### config.mk
export PLATFORM = sky130hd
export DESIGN_NAME = ansi_escape_sequence_emitter_top
export DESIGN_NICKNAME = d
export VERILOG_FILES = /design/src/hdl/aese_pkg.sv /design/src/hdl/aese_front.sv /design/src/hdl/aese_queue.sv /design/src/hdl/aese_back.sv /design/src/hdl/ansi_escape_sequence_emitter_top.sv
export SDC_FILE = /design/constraint.sdc
export NUM_CORES = 1
export LEC_CHECK = 0
export ABC_CLOCK_PERIOD_IN_PS = 8200
export BUFFER_PORTS_ARGS = -buffer_cell sky130_fd_sc_hd__buf_2
export CAP_MARGIN = 20
export CELL_PAD_IN_SITES_DETAIL_PLACEMENT = 1
export CELL_PAD_IN_SITES_GLOBAL_PLACEMENT = 2
export CORE_UTILIZATION = 46
export CTS_BUF_LIST = sky130_fd_sc_hd__clkbuf_4 sky130_fd_sc_hd__clkbuf_8
export DETAILED_ROUTE_END_ITERATION = 16
export PLACE_DENSITY = 0.95
export SYNTH_ARGS = -nofsm -noshare
export SYNTH_HDL_FRONTEND = slang
export SYNTH_HIERARCHICAL = 1
export SYNTH_SLANG_ARGS = --single-unit
### constraint.sdc
create_clock -name clk -period 8.2 [get_ports clk]
set_input_delay 0.82 -clock clk [delete_from_list [all_inputs] [get_ports clk]]
set_output_delay 0.82 -clock clk [all_outputs]
set_load 0.01 [all_outputs]
### src/hdl/aese_pkg.sv
// Shared types and constants of the ANSI escape sequence emitter.
package aese_pkg;

    // Decimal digits allowed in a cursor coordinate; coordinates saturate to 10^N - 1.
    localparam int MAX_COORD_DIGITS = 4;

    // Width of every number carried from the front part to the back part.
    localparam int VAL_W = 14;

    // Digit places the back part has to cover: 8-bit values need three.
    localparam int NUM_DIGITS  = (MAX_COORD_DIGITS > 3) ? MAX_COORD_DIGITS : 3;
    localparam int COORD_LIMIT = (10 ** MAX_COORD_DIGITS) - 1;

    // Index of a digit place, and width of the largest multiple of a power of ten.
    localparam int PL_W  = $clog2(NUM_DIGITS);
    localparam int MUL_W = $clog2(9 * (10 ** (NUM_DIGITS - 1)) + 1);
    localparam int CMP_W = (MUL_W > VAL_W) ? MUL_W : VAL_W;

    // Up to three numbers in one sequence.
    localparam int NUMS      = 3;
    localparam int NUM_IDX_W = $clog2(NUMS);

    // Depth of the queue between the front and the back part.
    localparam int Q_DEPTH = 2;
    localparam int Q_AW    = (Q_DEPTH > 1) ? $clog2(Q_DEPTH) : 1;
    localparam int Q_CW    = $clog2(Q_DEPTH + 1);

    typedef enum logic [2:0] {
        OP_FG_RGB = 3'd0,
        OP_BG_RGB = 3'd1,
        OP_FG_256 = 3'd2,
        OP_BG_256 = 3'd3,
        OP_FG_16  = 3'd4,
        OP_BG_16  = 3'd5,
        OP_RESET  = 3'd6,
        OP_CURSOR = 3'd7
    } op_t;

    // ASCII characters used in the sequences.
    localparam logic [7:0] CH_ESC    = 8'h1b;
    localparam logic [7:0] CH_LBRACK = 8'h5b;
    localparam logic [7:0] CH_SEMI   = 8'h3b;
    localparam logic [7:0] CH_ZERO   = 8'h30;
    localparam logic [7:0] CH_TWO    = 8'h32;
    localparam logic [7:0] CH_THREE  = 8'h33;
    localparam logic [7:0] CH_FOUR   = 8'h34;
    localparam logic [7:0] CH_FIVE   = 8'h35;
    localparam logic [7:0] CH_EIGHT  = 8'h38;
    localparam logic [7:0] CH_LOW_M  = 8'h6d;
    localparam logic [7:0] CH_UP_H   = 8'h48;
    localparam logic [7:0] CH_NUL    = 8'h00;

    // One classified request, as the back part executes it.
    typedef struct packed {
        logic                             err;       // zero cursor coordinate
        logic                             long_pfx;  // ESC [ x 8 ; y ; rather than ESC [
        logic                             bg;        // '4' rather than '3'
        logic                             rgb;       // '2' rather than '5'
        logic                             cursor;    // ends in 'H' rather than 'm'
        logic [NUM_IDX_W-1:0]             num_last;  // index of the last number
        logic [NUMS-1:0][VAL_W-1:0]       val;       // numbers to print
        logic [NUMS-1:0][PL_W-1:0]        top;       // place of each leading digit
    } desc_t;

endpackage

### src/hdl/aese_front.sv
// Front part: classifies one command into a sequence descriptor.
module aese_front (
    input  logic [2:0]        op,
    input  logic [7:0]        red,
    input  logic [7:0]        green,
    input  logic [7:0]        blue,
    input  logic [7:0]        pal_index,
    input  logic [13:0]       row,
    input  logic [13:0]       column,
    output aese_pkg::desc_t   desc
);

    localparam int VAL_W      = aese_pkg::VAL_W;
    localparam int PL_W       = aese_pkg::PL_W;
    localparam int NUM_DIGITS = aese_pkg::NUM_DIGITS;
    localparam int NUM_IDX_W  = aese_pkg::NUM_IDX_W;

    localparam logic [8:0] FG16_LO = 9'd30;
    localparam logic [8:0] FG16_HI = 9'd90;
    localparam logic [8:0] BG16_LO = 9'd40;
    localparam logic [8:0] BG16_HI = 9'd100;

    // Place of the leading decimal digit of a value.
    function automatic logic [PL_W-1:0] top_place(input logic [VAL_W-1:0] v);
        logic [PL_W-1:0] t;
        t = '0;
        for (int p = 1; p < NUM_DIGITS; p++) begin
            if (32'(v) >= 32'(10 ** p)) begin
                t = PL_W'(p);
            end
        end
        return t;
    endfunction

    function automatic logic [VAL_W-1:0] saturate(input logic [13:0] v);
        logic [VAL_W-1:0] s;
        s = VAL_W'(v);
        if (32'(v) > 32'(aese_pkg::COORD_LIMIT)) begin
            s = VAL_W'(aese_pkg::COORD_LIMIT);
        end
        return s;
    endfunction

    logic [8:0]       lo16;
    logic [8:0]       hi16;
    logic [8:0]       code16;
    logic [VAL_W-1:0] row_sat;
    logic [VAL_W-1:0] col_sat;

    assign lo16    = op[0] ? BG16_LO : FG16_LO;
    assign hi16    = op[0] ? BG16_HI : FG16_HI;
    assign code16  = (pal_index < 8'd8) ? (lo16 + 9'(pal_index))
                                        : (hi16 + 9'(pal_index) - 9'd8);
    assign row_sat = saturate(row);
    assign col_sat = saturate(column);

    always_comb
    begin
        desc = '0;
        unique case (aese_pkg::op_t'(op))
            aese_pkg::OP_FG_RGB, aese_pkg::OP_BG_RGB:
            begin
                desc.long_pfx = 1'b1;
                desc.bg       = op[0];
                desc.rgb      = 1'b1;
                desc.num_last = NUM_IDX_W'(2);
                desc.val[0]   = VAL_W'(red);
                desc.val[1]   = VAL_W'(green);
                desc.val[2]   = VAL_W'(blue);
                desc.top[0]   = top_place(VAL_W'(red));
                desc.top[1]   = top_place(VAL_W'(green));
                desc.top[2]   = top_place(VAL_W'(blue));
            end
            aese_pkg::OP_FG_256, aese_pkg::OP_BG_256:
            begin
                desc.long_pfx = 1'b1;
                desc.bg       = op[0];
                desc.val[0]   = VAL_W'(pal_index);
                desc.top[0]   = top_place(VAL_W'(pal_index));
            end
            aese_pkg::OP_FG_16, aese_pkg::OP_BG_16:
            begin
                desc.val[0] = VAL_W'(code16);
                desc.top[0] = top_place(VAL_W'(code16));
            end
            aese_pkg::OP_RESET:
            begin
                // Printed as ESC [ then the number zero then 'm'.
                desc.val[0] = '0;
                desc.top[0] = '0;
            end
            aese_pkg::OP_CURSOR:
            begin
                desc.err      = (row == '0) || (column == '0);
                desc.cursor   = 1'b1;
                desc.num_last = NUM_IDX_W'(1);
                desc.val[0]   = row_sat;
                desc.val[1]   = col_sat;
                desc.top[0]   = top_place(row_sat);
                desc.top[1]   = top_place(col_sat);
            end
            default:
            begin
                desc = '0;
            end
        endcase
    end

endmodule

### src/hdl/aese_queue.sv
// Short descriptor queue between the front and the back part.
module aese_queue (
    input  logic              clk,
    input  logic              rst_n,
    input  logic              wr,
    input  aese_pkg::desc_t   wr_data,
    input  logic              rd,
    output aese_pkg::desc_t   rd_data,
    output logic              full,
    output logic              empty
);

    localparam int Q_DEPTH = aese_pkg::Q_DEPTH;
    localparam int Q_AW    = aese_pkg::Q_AW;
    localparam int Q_CW    = aese_pkg::Q_CW;

    aese_pkg::desc_t  mem_reg [Q_DEPTH];
    logic [Q_AW-1:0]  wr_ptr_reg;
    logic [Q_AW-1:0]  wr_ptr_next;
    logic [Q_AW-1:0]  rd_ptr_reg;
    logic [Q_AW-1:0]  rd_ptr_next;
    logic [Q_CW-1:0]  cnt_reg;
    logic [Q_CW-1:0]  cnt_next;
    logic             do_wr;
    logic             do_rd;

    function automatic logic [Q_AW-1:0] bump(input logic [Q_AW-1:0] p);
        return (p == Q_AW'(Q_DEPTH - 1)) ? '0 : Q_AW'(p + 1'b1);
    endfunction

    assign full    = (cnt_reg == Q_CW'(Q_DEPTH));
    assign empty   = (cnt_reg == '0);
    assign do_wr   = wr && !full;
    assign do_rd   = rd && !empty;
    assign rd_data = mem_reg[rd_ptr_reg];

    always_comb
    begin
        wr_ptr_next = do_wr ? bump(wr_ptr_reg) : wr_ptr_reg;
        rd_ptr_next = do_rd ? bump(rd_ptr_reg) : rd_ptr_reg;
        cnt_next    = cnt_reg;
        if (do_wr && !do_rd) begin
            cnt_next = Q_CW'(cnt_reg + 1'b1);
        end else if (do_rd && !do_wr) begin
            cnt_next = Q_CW'(cnt_reg - 1'b1);
        end
    end

    always_ff @(posedge clk or negedge rst_n)
    begin
        if (!rst_n) begin
            wr_ptr_reg <= '0;
            rd_ptr_reg <= '0;
            cnt_reg    <= '0;
        end else begin
            wr_ptr_reg <= wr_ptr_next;
            rd_ptr_reg <= rd_ptr_next;
            cnt_reg    <= cnt_next;
        end
    end

    always_ff @(posedge clk)
    begin
        if (do_wr) begin
            mem_reg[wr_ptr_reg] <= wr_data;
        end
    end

endmodule

### src/hdl/aese_back.sv
// Back part: byte sequencer with a digit unit and the result register.
module aese_back (
    input  logic              clk,
    input  logic              rst_n,
    input  aese_pkg::desc_t   q_head,
    input  logic              q_empty,
    output logic              q_rd,
    input  logic              pop,
    output logic              empty,
    output logic [7:0]        out_byte,
    output logic              last,
    output logic              error
);

    localparam int VAL_W      = aese_pkg::VAL_W;
    localparam int PL_W       = aese_pkg::PL_W;
    localparam int MUL_W      = aese_pkg::MUL_W;
    localparam int CMP_W      = aese_pkg::CMP_W;
    localparam int NUM_DIGITS = aese_pkg::NUM_DIGITS;
    localparam int NUM_IDX_W  = aese_pkg::NUM_IDX_W;

    localparam logic [2:0] PFX_LONG_LAST  = 3'd6;
    localparam logic [2:0] PFX_SHORT_LAST = 3'd1;

    typedef enum logic [2:0] {
        ST_IDLE,
        ST_PREFIX,
        ST_DIGIT,
        ST_SEP,
        ST_FINAL,
        ST_ERR
    } state_t;

    function automatic logic [MUL_W-1:0] pow10(input logic [PL_W-1:0] p);
        logic [MUL_W-1:0] r;
        r = MUL_W'(1);
        for (int i = 0; i < NUM_DIGITS; i++) begin
            if (p == PL_W'(i)) begin
                r = MUL_W'(10 ** i);
            end
        end
        return r;
    endfunction

    function automatic logic [7:0] prefix_byte(input logic [2:0] pos, input logic bg,
                                               input logic rgb);
        logic [7:0] b;
        unique case (pos)
            3'd0:    b = aese_pkg::CH_ESC;
            3'd1:    b = aese_pkg::CH_LBRACK;
            3'd2:    b = bg ? aese_pkg::CH_FOUR : aese_pkg::CH_THREE;
            3'd3:    b = aese_pkg::CH_EIGHT;
            3'd5:    b = rgb ? aese_pkg::CH_TWO : aese_pkg::CH_FIVE;
            default: b = aese_pkg::CH_SEMI;
        endcase
        return b;
    endfunction

    state_t               state_reg,  state_next;
    aese_pkg::desc_t      d_reg,      d_next;
    logic [2:0]           pos_reg,    pos_next;
    logic [NUM_IDX_W-1:0] num_reg,    num_next;
    logic [PL_W-1:0]      place_reg,  place_next;
    logic [VAL_W-1:0]     cur_reg,    cur_next;
    logic                 valid_reg,  valid_next;
    logic [7:0]           byte_reg,   byte_next;
    logic                 last_reg,   last_next;
    logic                 err_reg,    err_next;

    logic                 slot_free;
    logic                 load;
    logic [NUM_IDX_W-1:0] num_inc;
    logic [2:0]           pfx_last;
    logic [MUL_W-1:0]     pw;
    logic [MUL_W-1:0]     mult;
    logic [MUL_W-1:0]     sub;
    logic [3:0]           dig;
    logic [VAL_W-1:0]     cur_rem;

    // Digit unit: compare against the nine multiples of the current power of ten.
    always_comb
    begin
        pw   = pow10(place_reg);
        dig  = '0;
        sub  = '0;
        mult = '0;
        for (int d = 1; d < 10; d++) begin
            mult = MUL_W'(pw * MUL_W'(d));
            if (CMP_W'(cur_reg) >= CMP_W'(mult)) begin
                dig = 4'(d);
                sub = mult;
            end
        end
        cur_rem = VAL_W'(CMP_W'(cur_reg) - CMP_W'(sub));
    end

    assign slot_free = !valid_reg || pop;
    assign num_inc   = NUM_IDX_W'(num_reg + 1'b1);
    assign pfx_last  = d_reg.long_pfx ? PFX_LONG_LAST : PFX_SHORT_LAST;

    always_comb
    begin
        state_next = state_reg;
        d_next     = d_reg;
        pos_next   = pos_reg;
        num_next   = num_reg;
        place_next = place_reg;
        cur_next   = cur_reg;
        valid_next = valid_reg && !pop;
        byte_next  = byte_reg;
        last_next  = last_reg;
        err_next   = err_reg;
        load       = 1'b0;
        q_rd       = 1'b0;

        unique case (state_reg)
            ST_IDLE:
            begin
                load = 1'b1;
            end
            ST_PREFIX:
            begin
                if (slot_free) begin
                    valid_next = 1'b1;
                    byte_next  = prefix_byte(pos_reg, d_reg.bg, d_reg.rgb);
                    last_next  = 1'b0;
                    err_next   = 1'b0;
                    if (pos_reg == pfx_last) begin
                        state_next = ST_DIGIT;
                        num_next   = '0;
                        cur_next   = d_reg.val[0];
                        place_next = d_reg.top[0];
                    end else begin
                        pos_next = 3'(pos_reg + 1'b1);
                    end
                end
            end
            ST_DIGIT:
            begin
                if (slot_free) begin
                    valid_next = 1'b1;
                    byte_next  = aese_pkg::CH_ZERO + 8'(dig);
                    last_next  = 1'b0;
                    err_next   = 1'b0;
                    if (place_reg == '0) begin
                        state_next = (num_reg == d_reg.num_last) ? ST_FINAL : ST_SEP;
                    end else begin
                        place_next = PL_W'(place_reg - 1'b1);
                        cur_next   = cur_rem;
                    end
                end
            end
            ST_SEP:
            begin
                if (slot_free) begin
                    valid_next = 1'b1;
                    byte_next  = aese_pkg::CH_SEMI;
                    last_next  = 1'b0;
                    err_next   = 1'b0;
                    state_next = ST_DIGIT;
                    num_next   = num_inc;
                    cur_next   = d_reg.val[num_inc];
                    place_next = d_reg.top[num_inc];
                end
            end
            ST_FINAL:
            begin
                if (slot_free) begin
                    valid_next = 1'b1;
                    byte_next  = d_reg.cursor ? aese_pkg::CH_UP_H : aese_pkg::CH_LOW_M;
                    last_next  = 1'b1;
                    err_next   = 1'b0;
                    load       = 1'b1;
                end
            end
            ST_ERR:
            begin
                if (slot_free) begin
                    valid_next = 1'b1;
                    byte_next  = aese_pkg::CH_NUL;
                    last_next  = 1'b1;
                    err_next   = 1'b1;
                    load       = 1'b1;
                end
            end
            default:
            begin
                state_next = ST_IDLE;
            end
        endcase

        // Take the next descriptor as the current request finishes.
        if (load) begin
            if (!q_empty) begin
                q_rd       = 1'b1;
                d_next     = q_head;
                pos_next   = '0;
                state_next = q_head.err ? ST_ERR : ST_PREFIX;
            end else begin
                state_next = ST_IDLE;
            end
        end
    end

    always_ff @(posedge clk or negedge rst_n)
    begin
        if (!rst_n) begin
            state_reg <= ST_IDLE;
            d_reg     <= '0;
            pos_reg   <= '0;
            num_reg   <= '0;
            place_reg <= '0;
            cur_reg   <= '0;
            valid_reg <= 1'b0;
            byte_reg  <= '0;
            last_reg  <= 1'b0;
            err_reg   <= 1'b0;
        end else begin
            state_reg <= state_next;
            d_reg     <= d_next;
            pos_reg   <= pos_next;
            num_reg   <= num_next;
            place_reg <= place_next;
            cur_reg   <= cur_next;
            valid_reg <= valid_next;
            byte_reg  <= byte_next;
            last_reg  <= last_next;
            err_reg   <= err_next;
        end
    end

    assign empty    = !valid_reg;
    assign out_byte = byte_reg;
    assign last     = last_reg;
    assign error    = err_reg;

endmodule

### src/hdl/ansi_escape_sequence_emitter_top.sv
// Top level of the ANSI escape sequence emitter: front part, queue and back part.
//
//   Channel   Handshake          Contents
//   command   push / full        op, red, green, blue, pal_index, row, column
//   result    empty / pop        out_byte, last, error
//
// Each command request becomes one result per byte of its escape sequence, from 4
// bytes (reset) to 19 bytes (24-bit colour), or a single error result for a cursor
// move to row or column zero. The back part's sequencer emits one byte per cycle
// while the result port is not stalled, and that sequencer sets the sustained
// rate. When the back part is idle, the first byte of a request passes the queue
// and the sequencer's idle state before it reaches the result register. The front
// part classifies a command in the cycle it is accepted and writes it to a
// two-entry queue, so commands keep being accepted while the back part works or
// while the result port is stalled, until that queue is full. The asynchronous
// reset empties the queue and the result register.
module ansi_escape_sequence_emitter_top (
    input  logic        clk,
    input  logic        rst_n,
    input  logic        push,
    output logic        full,
    input  logic [2:0]  op,
    input  logic [7:0]  red,
    input  logic [7:0]  green,
    input  logic [7:0]  blue,
    input  logic [7:0]  pal_index,
    input  logic [13:0] row,
    input  logic [13:0] column,
    output logic        empty,
    input  logic        pop,
    output logic [7:0]  out_byte,
    output logic        last,
    output logic        error
);

    aese_pkg::desc_t front_desc;
    aese_pkg::desc_t q_head;
    logic            q_full;
    logic            q_empty;
    logic            q_rd;

    // The front part decodes the operands and works out digit counts.
    aese_front u_front (
        .op        (op),
        .red       (red),
        .green     (green),
        .blue      (blue),
        .pal_index (pal_index),
        .row       (row),
        .column    (column),
        .desc      (front_desc)
    );

    // The queue decouples command acceptance from byte emission.
    aese_queue u_queue (
        .clk     (clk),
        .rst_n   (rst_n),
        .wr      (push),
        .wr_data (front_desc),
        .rd      (q_rd),
        .rd_data (q_head),
        .full    (q_full),
        .empty   (q_empty)
    );

    // The back part walks each descriptor one byte at a time.
    aese_back u_back (
        .clk      (clk),
        .rst_n    (rst_n),
        .q_head   (q_head),
        .q_empty  (q_empty),
        .q_rd     (q_rd),
        .pop      (pop),
        .empty    (empty),
        .out_byte (out_byte),
        .last     (last),
        .error    (error)
    );

    assign full = q_full;

    // The sequencer never takes a descriptor from an empty queue.
    assert property (@(posedge clk) disable iff (!rst_n) q_rd |-> !q_empty)
        else $error("descriptor taken from an empty queue");

    // An error result stands alone: it ends its request and carries no character.
    assert property (@(posedge clk) disable iff (!rst_n)
        (!empty && error) |-> (last && (out_byte == aese_pkg::CH_NUL)))
        else $error("error result is not a lone null byte");

    // No byte of a real sequence is the null byte.
    assert property (@(posedge clk) disable iff (!rst_n)
        (!empty && !error) |-> (out_byte != aese_pkg::CH_NUL))
        else $error("null byte inside an escape sequence");

endmodule

Yosys cells after proc, flatten, opt, wreduce, memory -nomap -nowiden
Memory sizes are Yosys's and may differ from the RTL's.
Cells that the tools add are included.
{"block": "word_totals", "register_bits": 93, "ram_bits": 98, "in_bits": 67, "elab_cells": 266, "mem_count": 1}
{"name": "u_queue.mem_reg", "words": 2, "width": 49, "rd": 1, "rd_ports_with_merged_regs": 0, "write_ports": 1, "line_no": "aese_queue.sv:17", "source": "aese_pkg::desc_t mem_reg [Q_DEPTH];"}
{"block": "op_classes", "n_addsub": 12, "mul": 5, "n_lt_le_gt_ge": 29, "n_eq_ne": 38, "muxes": 115, "bitwise": 1, "n_reduce_logical": 42}
{"cell": "2-to-1 mux 14 bit", "n": 19}
{"cell": "greater-or-equal comparator 14 bit", "n": 9}
{"cell": "one-hot mux 8 bit (5 select lines)", "n": 2}
{"cell": "one-hot mux 14 bit (5 select lines)", "n": 1}
{"cell": "2-to-1 mux 3 bit", "n": 21}
{"cell": "2-to-1 mux 2 bit", "n": 24}
{"cell": "2-to-1 mux 8 bit", "n": 6}
{"cell": "one-hot mux 14 bit (3 select lines)", "n": 1}
{"cell": "greater-or-equal comparator 8 x 4 -> 1 bit, second input constant", "n": 4}
{"cell": "greater-or-equal comparator 8 x 7 -> 1 bit, second input constant", "n": 4}
{"cell": "binary-select mux 14 bit (select 2 bit)", "n": 1}
{"cell": "greater-or-equal comparator 14 x 10 -> 1 bit, second input constant", "n": 2}
{"cell": "greater-or-equal comparator 14 x 4 -> 1 bit, second input constant", "n": 2}
{"cell": "greater-or-equal comparator 14 x 7 -> 1 bit, second input constant", "n": 2}
{"cell": "> comparator 14 bit, second input constant", "n": 2}
{"cell": "logical NOT 14 bit", "n": 2}
{"cell": "multiplier 14 x 3 -> 14 bit, second input constant", "n": 2}
{"cell": "one-hot mux 14 bit (2 select lines)", "n": 1}
{"cell": "2-to-1 mux 1 bit", "n": 22}
{"cell": "== test 3 bit, second input constant", "n": 7}
{"cell": "inequality test 2 x 1 -> 1 bit, second input constant", "n": 10}
{"cell": "adder 9 x 8 -> 9 bit", "n": 2}
{"cell": "== test 3 x 2 -> 1 bit, second input constant", "n": 6}
{"cell": "2-to-1 mux 6 bit", "n": 3}
{"cell": "other kinds (46)", "n": 87}

Longest topological paths before layout
{"block": "depth", "ltp_word": 18, "mapped_depth": 26, "mapped_depth_nobuf": 26}

Modules after synthesis
The synthesis kept the hierarchy.
{"mod": "aese_back", "n_inst": 1, "cells_each": 780, "area_per_inst_um2": 7189.4, "seq_area_each_um2": 2202.1}
{"mod": "aese_queue", "n_inst": 1, "cells_each": 190, "area_per_inst_um2": 4330.4, "seq_area_each_um2": 3403.3}
{"mod": "aese_front", "n_inst": 1, "cells_each": 246, "area_per_inst_um2": 1515.2, "seq_area_each_um2": 0.0}

Least setup slack after synthesis
No wires, ideal clock.
{"block": "synth_path", "kind": "reg2reg", "from": "reg u_back.place_reg[0]", "to": "reg u_back.cur_reg[13]", "arrival_ns": 5.191, "required_ns": 8.074, "setup_slack_ns": 2.882, "stages_incl_launch_ff": 23, "n_path_buf": 2, "period_less_slack_ns": 5.318, "cell_sequence": "dfrtp_1 > inv_1 > ha_1 > nor2_1 > ha_1 > buf_6 > a211oi_1 > o21bai_1 > a221o_1 > a31oi_1 > buf_2 > nand2_1 > a2bb2oi_1 > a32oi_1 > ha_1 > nor2b_1 > o31ai_1 > a211o_1 > nand3_1 > a31o_2 > a21o_1 > xor2_1 > a311o_1"}
{"block": "synth_between", "elab_chain_len": 18}
{"element": "from (decl)", "line_no": "aese_back.sv:63", "source": "logic [PL_W-1:0] place_reg, place_next;"}
{"element": "from (signal assigned)", "line_no": "aese_back.sv:223", "source": "place_reg <= place_next;"}
{"element": "branches (longest 18 deep; another with multiplier 14 x 2 -> 14 bit)"}
{"element": "to (signal assigned)", "line_no": "aese_back.sv:224", "source": "cur_reg <= cur_next;"}
{"element": "to (decl)", "line_no": "aese_back.sv:64", "source": "logic [VAL_W-1:0] cur_reg, cur_next;"}
Parallel ways; which one is timed is not known. The select of a mux whose other input is x is not followed.
A chain may end at the register's enable or synchronous reset.

Worst setup path in the final report
Same ends and word-level chain as after synthesis.

==> results.md <==
- IO buf count: 77
- Post-CTS setup buffer count: 0
- Root buffer cell: clkbuf_8
- Total Wirelength: slightly above 40 mm
- Most frequent cells in the layout: edfxtp_1, ha_1, nor2_1
- Post-synth cell types: about 90
- Fillers: between 3000 and 4000
- Clock power frac: 13.5%
- Ys Warns: 6
- Max VDD drop: about 0.00027 V
- Vias in the first global route: around 11000
- Tightest Pin Transition: 1030 ps
- CP Data Arrival Time: approximately 6700 ps
- Final WS setup: around 1900 ps
- Hold Violations, Final: 0
- P_int: 0.00385 W
- Max reg flops: 110
- Setup-failing EPs final: 0
- First-pass GRT wire length: 62.3 mm
- Final Max Tran Viols: 0
- Starting density of the core: approximately 47%
- Pre-CTS WS: roughly 2000 ps
- Die X: around 170 um
- Clk buf depth: 3
- CTS tree: built
- Num rows: 61
- Die area: 29000 um^2
- #FFs+latches synth: 202
- Worst slew margin relative to its limit: 31.4%
- CORE AREA: roughly 28000 um^2
- Largest net degree at the start of global routing: 83
- Via count: 10500
- Largest cells by area after synthesis: edfxtp_1, dfrtp_1, ha_1
- DP HPWL: a little under 30 mm
- FFs w/ async S/R, synth: a little under half
- Leak pwr: 5.97 nW
- Cell Area, Synth: between 10000 and 15000 um^2
- HP Class: primary input to asynchronous set/reset pin
- Cells along the critical path: inv_1, ha_1, nor2_1, buf_4, inv_1, ha_1, nand2_1, o21ai_0, a221oi_1, o21ai_0, a31oi_2, nor2_1, o31ai_1, a32oi_1, ha_1, nor2b_1, o31ai_1, a211o_1, nand3_1, a31o_2, a221oi_1, a311oi_1, a311o_1
- # hold bufs at CTS: 0
- Sink Count: 202
- Worst Path Max Fanout: 14
- # H-tree levels: 2
- Routed length per instance: between 20 and 25 um
- CP startpoint: u_back/place_reg[0]$_DFFE_PN0P_
- Die Y: approximately 170 um
- Cell taking the most area after synthesis: edfxtp_1
- Flop pwr share: approximately a quarter
- RSZ-0062 raised after global routing: no
- Layout cells sized above 1: approximately 22%
- Skew-Pair Late Insertion Delay: 530 ps
- P per Cell Area: ~500 nW/um^2
- Fin crit period: 6260 ps
- Net Sw Power: 0.00341 W
- FF-to-FF Start: u_back/place_reg[0]$_DFFE_PN0P_
- Crit share post-route: between 70% and 80%
- TNS Setup: 0 ps
- Initial antenna violation count: 0
- CP max-delay cell: a31oi_2
- CP most frequent cell: ha_1
- Syn Inst Count: around 1200
- Clk slew on worst S/H paths: around 60 ps
- Post-CTS sizing: 0
- Seq/Total Area, Yosys: 43.0%
- Mean area per synthesized cell: between 10 and 15 um^2
- Combinational Power Share: about 61%
- Slowest stage delay, CP: 540 ps
- Num ports: slightly below 80
- Path type of the worst setup path: register to register
- Min Hold Slack: 128 ps
- Worst setup EP type: register
- Nets@finish: ~1500
- # DRC: 0
- Sw Share: 47.0%
- Routability cong.: a little under 1
- # diodes: 0
- Worst Skew: about 20 ps
- ANT nets after route: 0
- P&R area growth vs syn: 11.1%
- Reg2reg path depth: 23
- Design Power: ~0.0073 W
- EDFF count, synth: 110
- Synth Flop Type: edfxtp_1
- Max cap viols: 0
- Status: finished, final reports clean
- Reg2Reg Setup Slack: between 1500 and 2000 ps
- Worst Setup Start Kind: register
- GR Overflow Total: 0
- DR iter-0 viols: 839
- Vias per std cell: roughly 6.2
- R2R Path End: u_back/cur_reg[13]$_DFFE_PN0P_
- CTS Buf Count: 35
- Commonest non-fill, non-tap cell in the layout: edfxtp_1
- Final design utilization: about half
- Worst Path Required: around 8600 ps
- F_max: between 0.15 and 0.2 GHz
- GR Util All Layers: between 20% and 30%
- Detailed-router iteration count before antenna repair: 9
- Top cell type's share of synthesized area: between 20% and 30%
## layer usage
| metal | track usage (%) | vias to the layer above | share of wire, % |
|---|---|---|---|
| met5 | 0 | - | 0 |
| met1 | 35.9 | 5275 | 42 |
| met2 | 49.5 | 388 | 50 |
| met4 | 9.91 | 0 | 2.9 |
| met3 | 3.47 | 76 | 5.2 |
| li1 | - | 4737 | - |
## synthesized netlist by cell type, drive strengths merged, types with 5 or more instances
library cell	count
nand2b	14
ha	96
a31oi	25
clkbuf	30
a211oi	15
o21a	13
o21ai	74
or4	6
a222oi	12
a21oi	56
nand3	22
o22ai	6
nor4	10
xor2	10
or2	5
nor2	96
a22o	7
nor3	26
dfrtp	92
mux2	112
nor2b	10
a221oi	8
and3	7
inv	53
a211o	7
a21o	18
xnor2	16
nand4	9
or3	11
mux2i	8
buf	31
o211ai	15
a2111oi	6
and2	17
nand2	73
a22oi	6
edfxtp	110
nor3b	9
a221o	5
## cells by family after synthesis
group                    share of synthesized area, %
flip-flops                                       43.0
AO/OA/AOI/OAI                                    17.4
buffers and inverters                            4.14
other                                          0.0576
multiplexers                                     11.4
AND/OR/NAND/NOR                                  12.5
XOR/XNOR                                         1.75
adder cells (fa/ha/maj)                          9.68
## power by group through the flow
stage          registers (W)  logic [W]  clock network, W
3_5_place_dp         0.00184    0.00432                 0
5_1_grt              0.00188    0.00481           0.00104
6_report             0.00184    0.00443          0.000982
4_1_cts              0.00183    0.00438          0.000996
3_3_place_gp         0.00180    0.00421                 0
2_1_floorplan        0.00166    0.00322                 0
## final cells by class
cell class	instances	area (um^2)	area share [%]
sequential	202	5610	38.7
inverter	54	203	1.40
timing repair buffer	91	513	3.54
multi-input combinational	904	6930	47.9
clock inverter	8	83.8	0.579
clock buffer	55	669	4.62
tap	378	473	3.27
## worst max-delay path by stage
stage                                endpoint  cells after the start  slack, ps
2_1_floorplan  u_back/cur_reg[13]$_DFFE_PN0P_                     22       2880
3_3_place_gp   u_back/cur_reg[13]$_DFFE_PN0P_                     23       2170
3_5_place_dp   u_back/cur_reg[13]$_DFFE_PN0P_                     23       2040
4_1_cts        u_back/cur_reg[13]$_DFFE_PN0P_                     23       2020
5_1_grt        u_back/cur_reg[13]$_DFFE_PN0P_                     20       1660
6_report       u_back/cur_reg[13]$_DFFE_PN0P_                     23       1940
## worst max-delay path, delay by kind of cell, from the launching register on
family | cells | cell delay [ps]
AND/OR/NAND/NOR | 5 | 460
flip-flops | 1 | 460
adder cells (fa/ha/maj) | 3 | 1050
buffers and inverters | 3 | 860
AO/OA/AOI/OAI | 12 | 3300
## stage by stage
step	instance area, um^2	std cells
detailed placement	13700	1628
CTS	14500	1691
global placement	13700	1628
floorplan	13100	1221
global route	14500	1692
finish	14500	1692
Power figures use the tool's default switching activity.
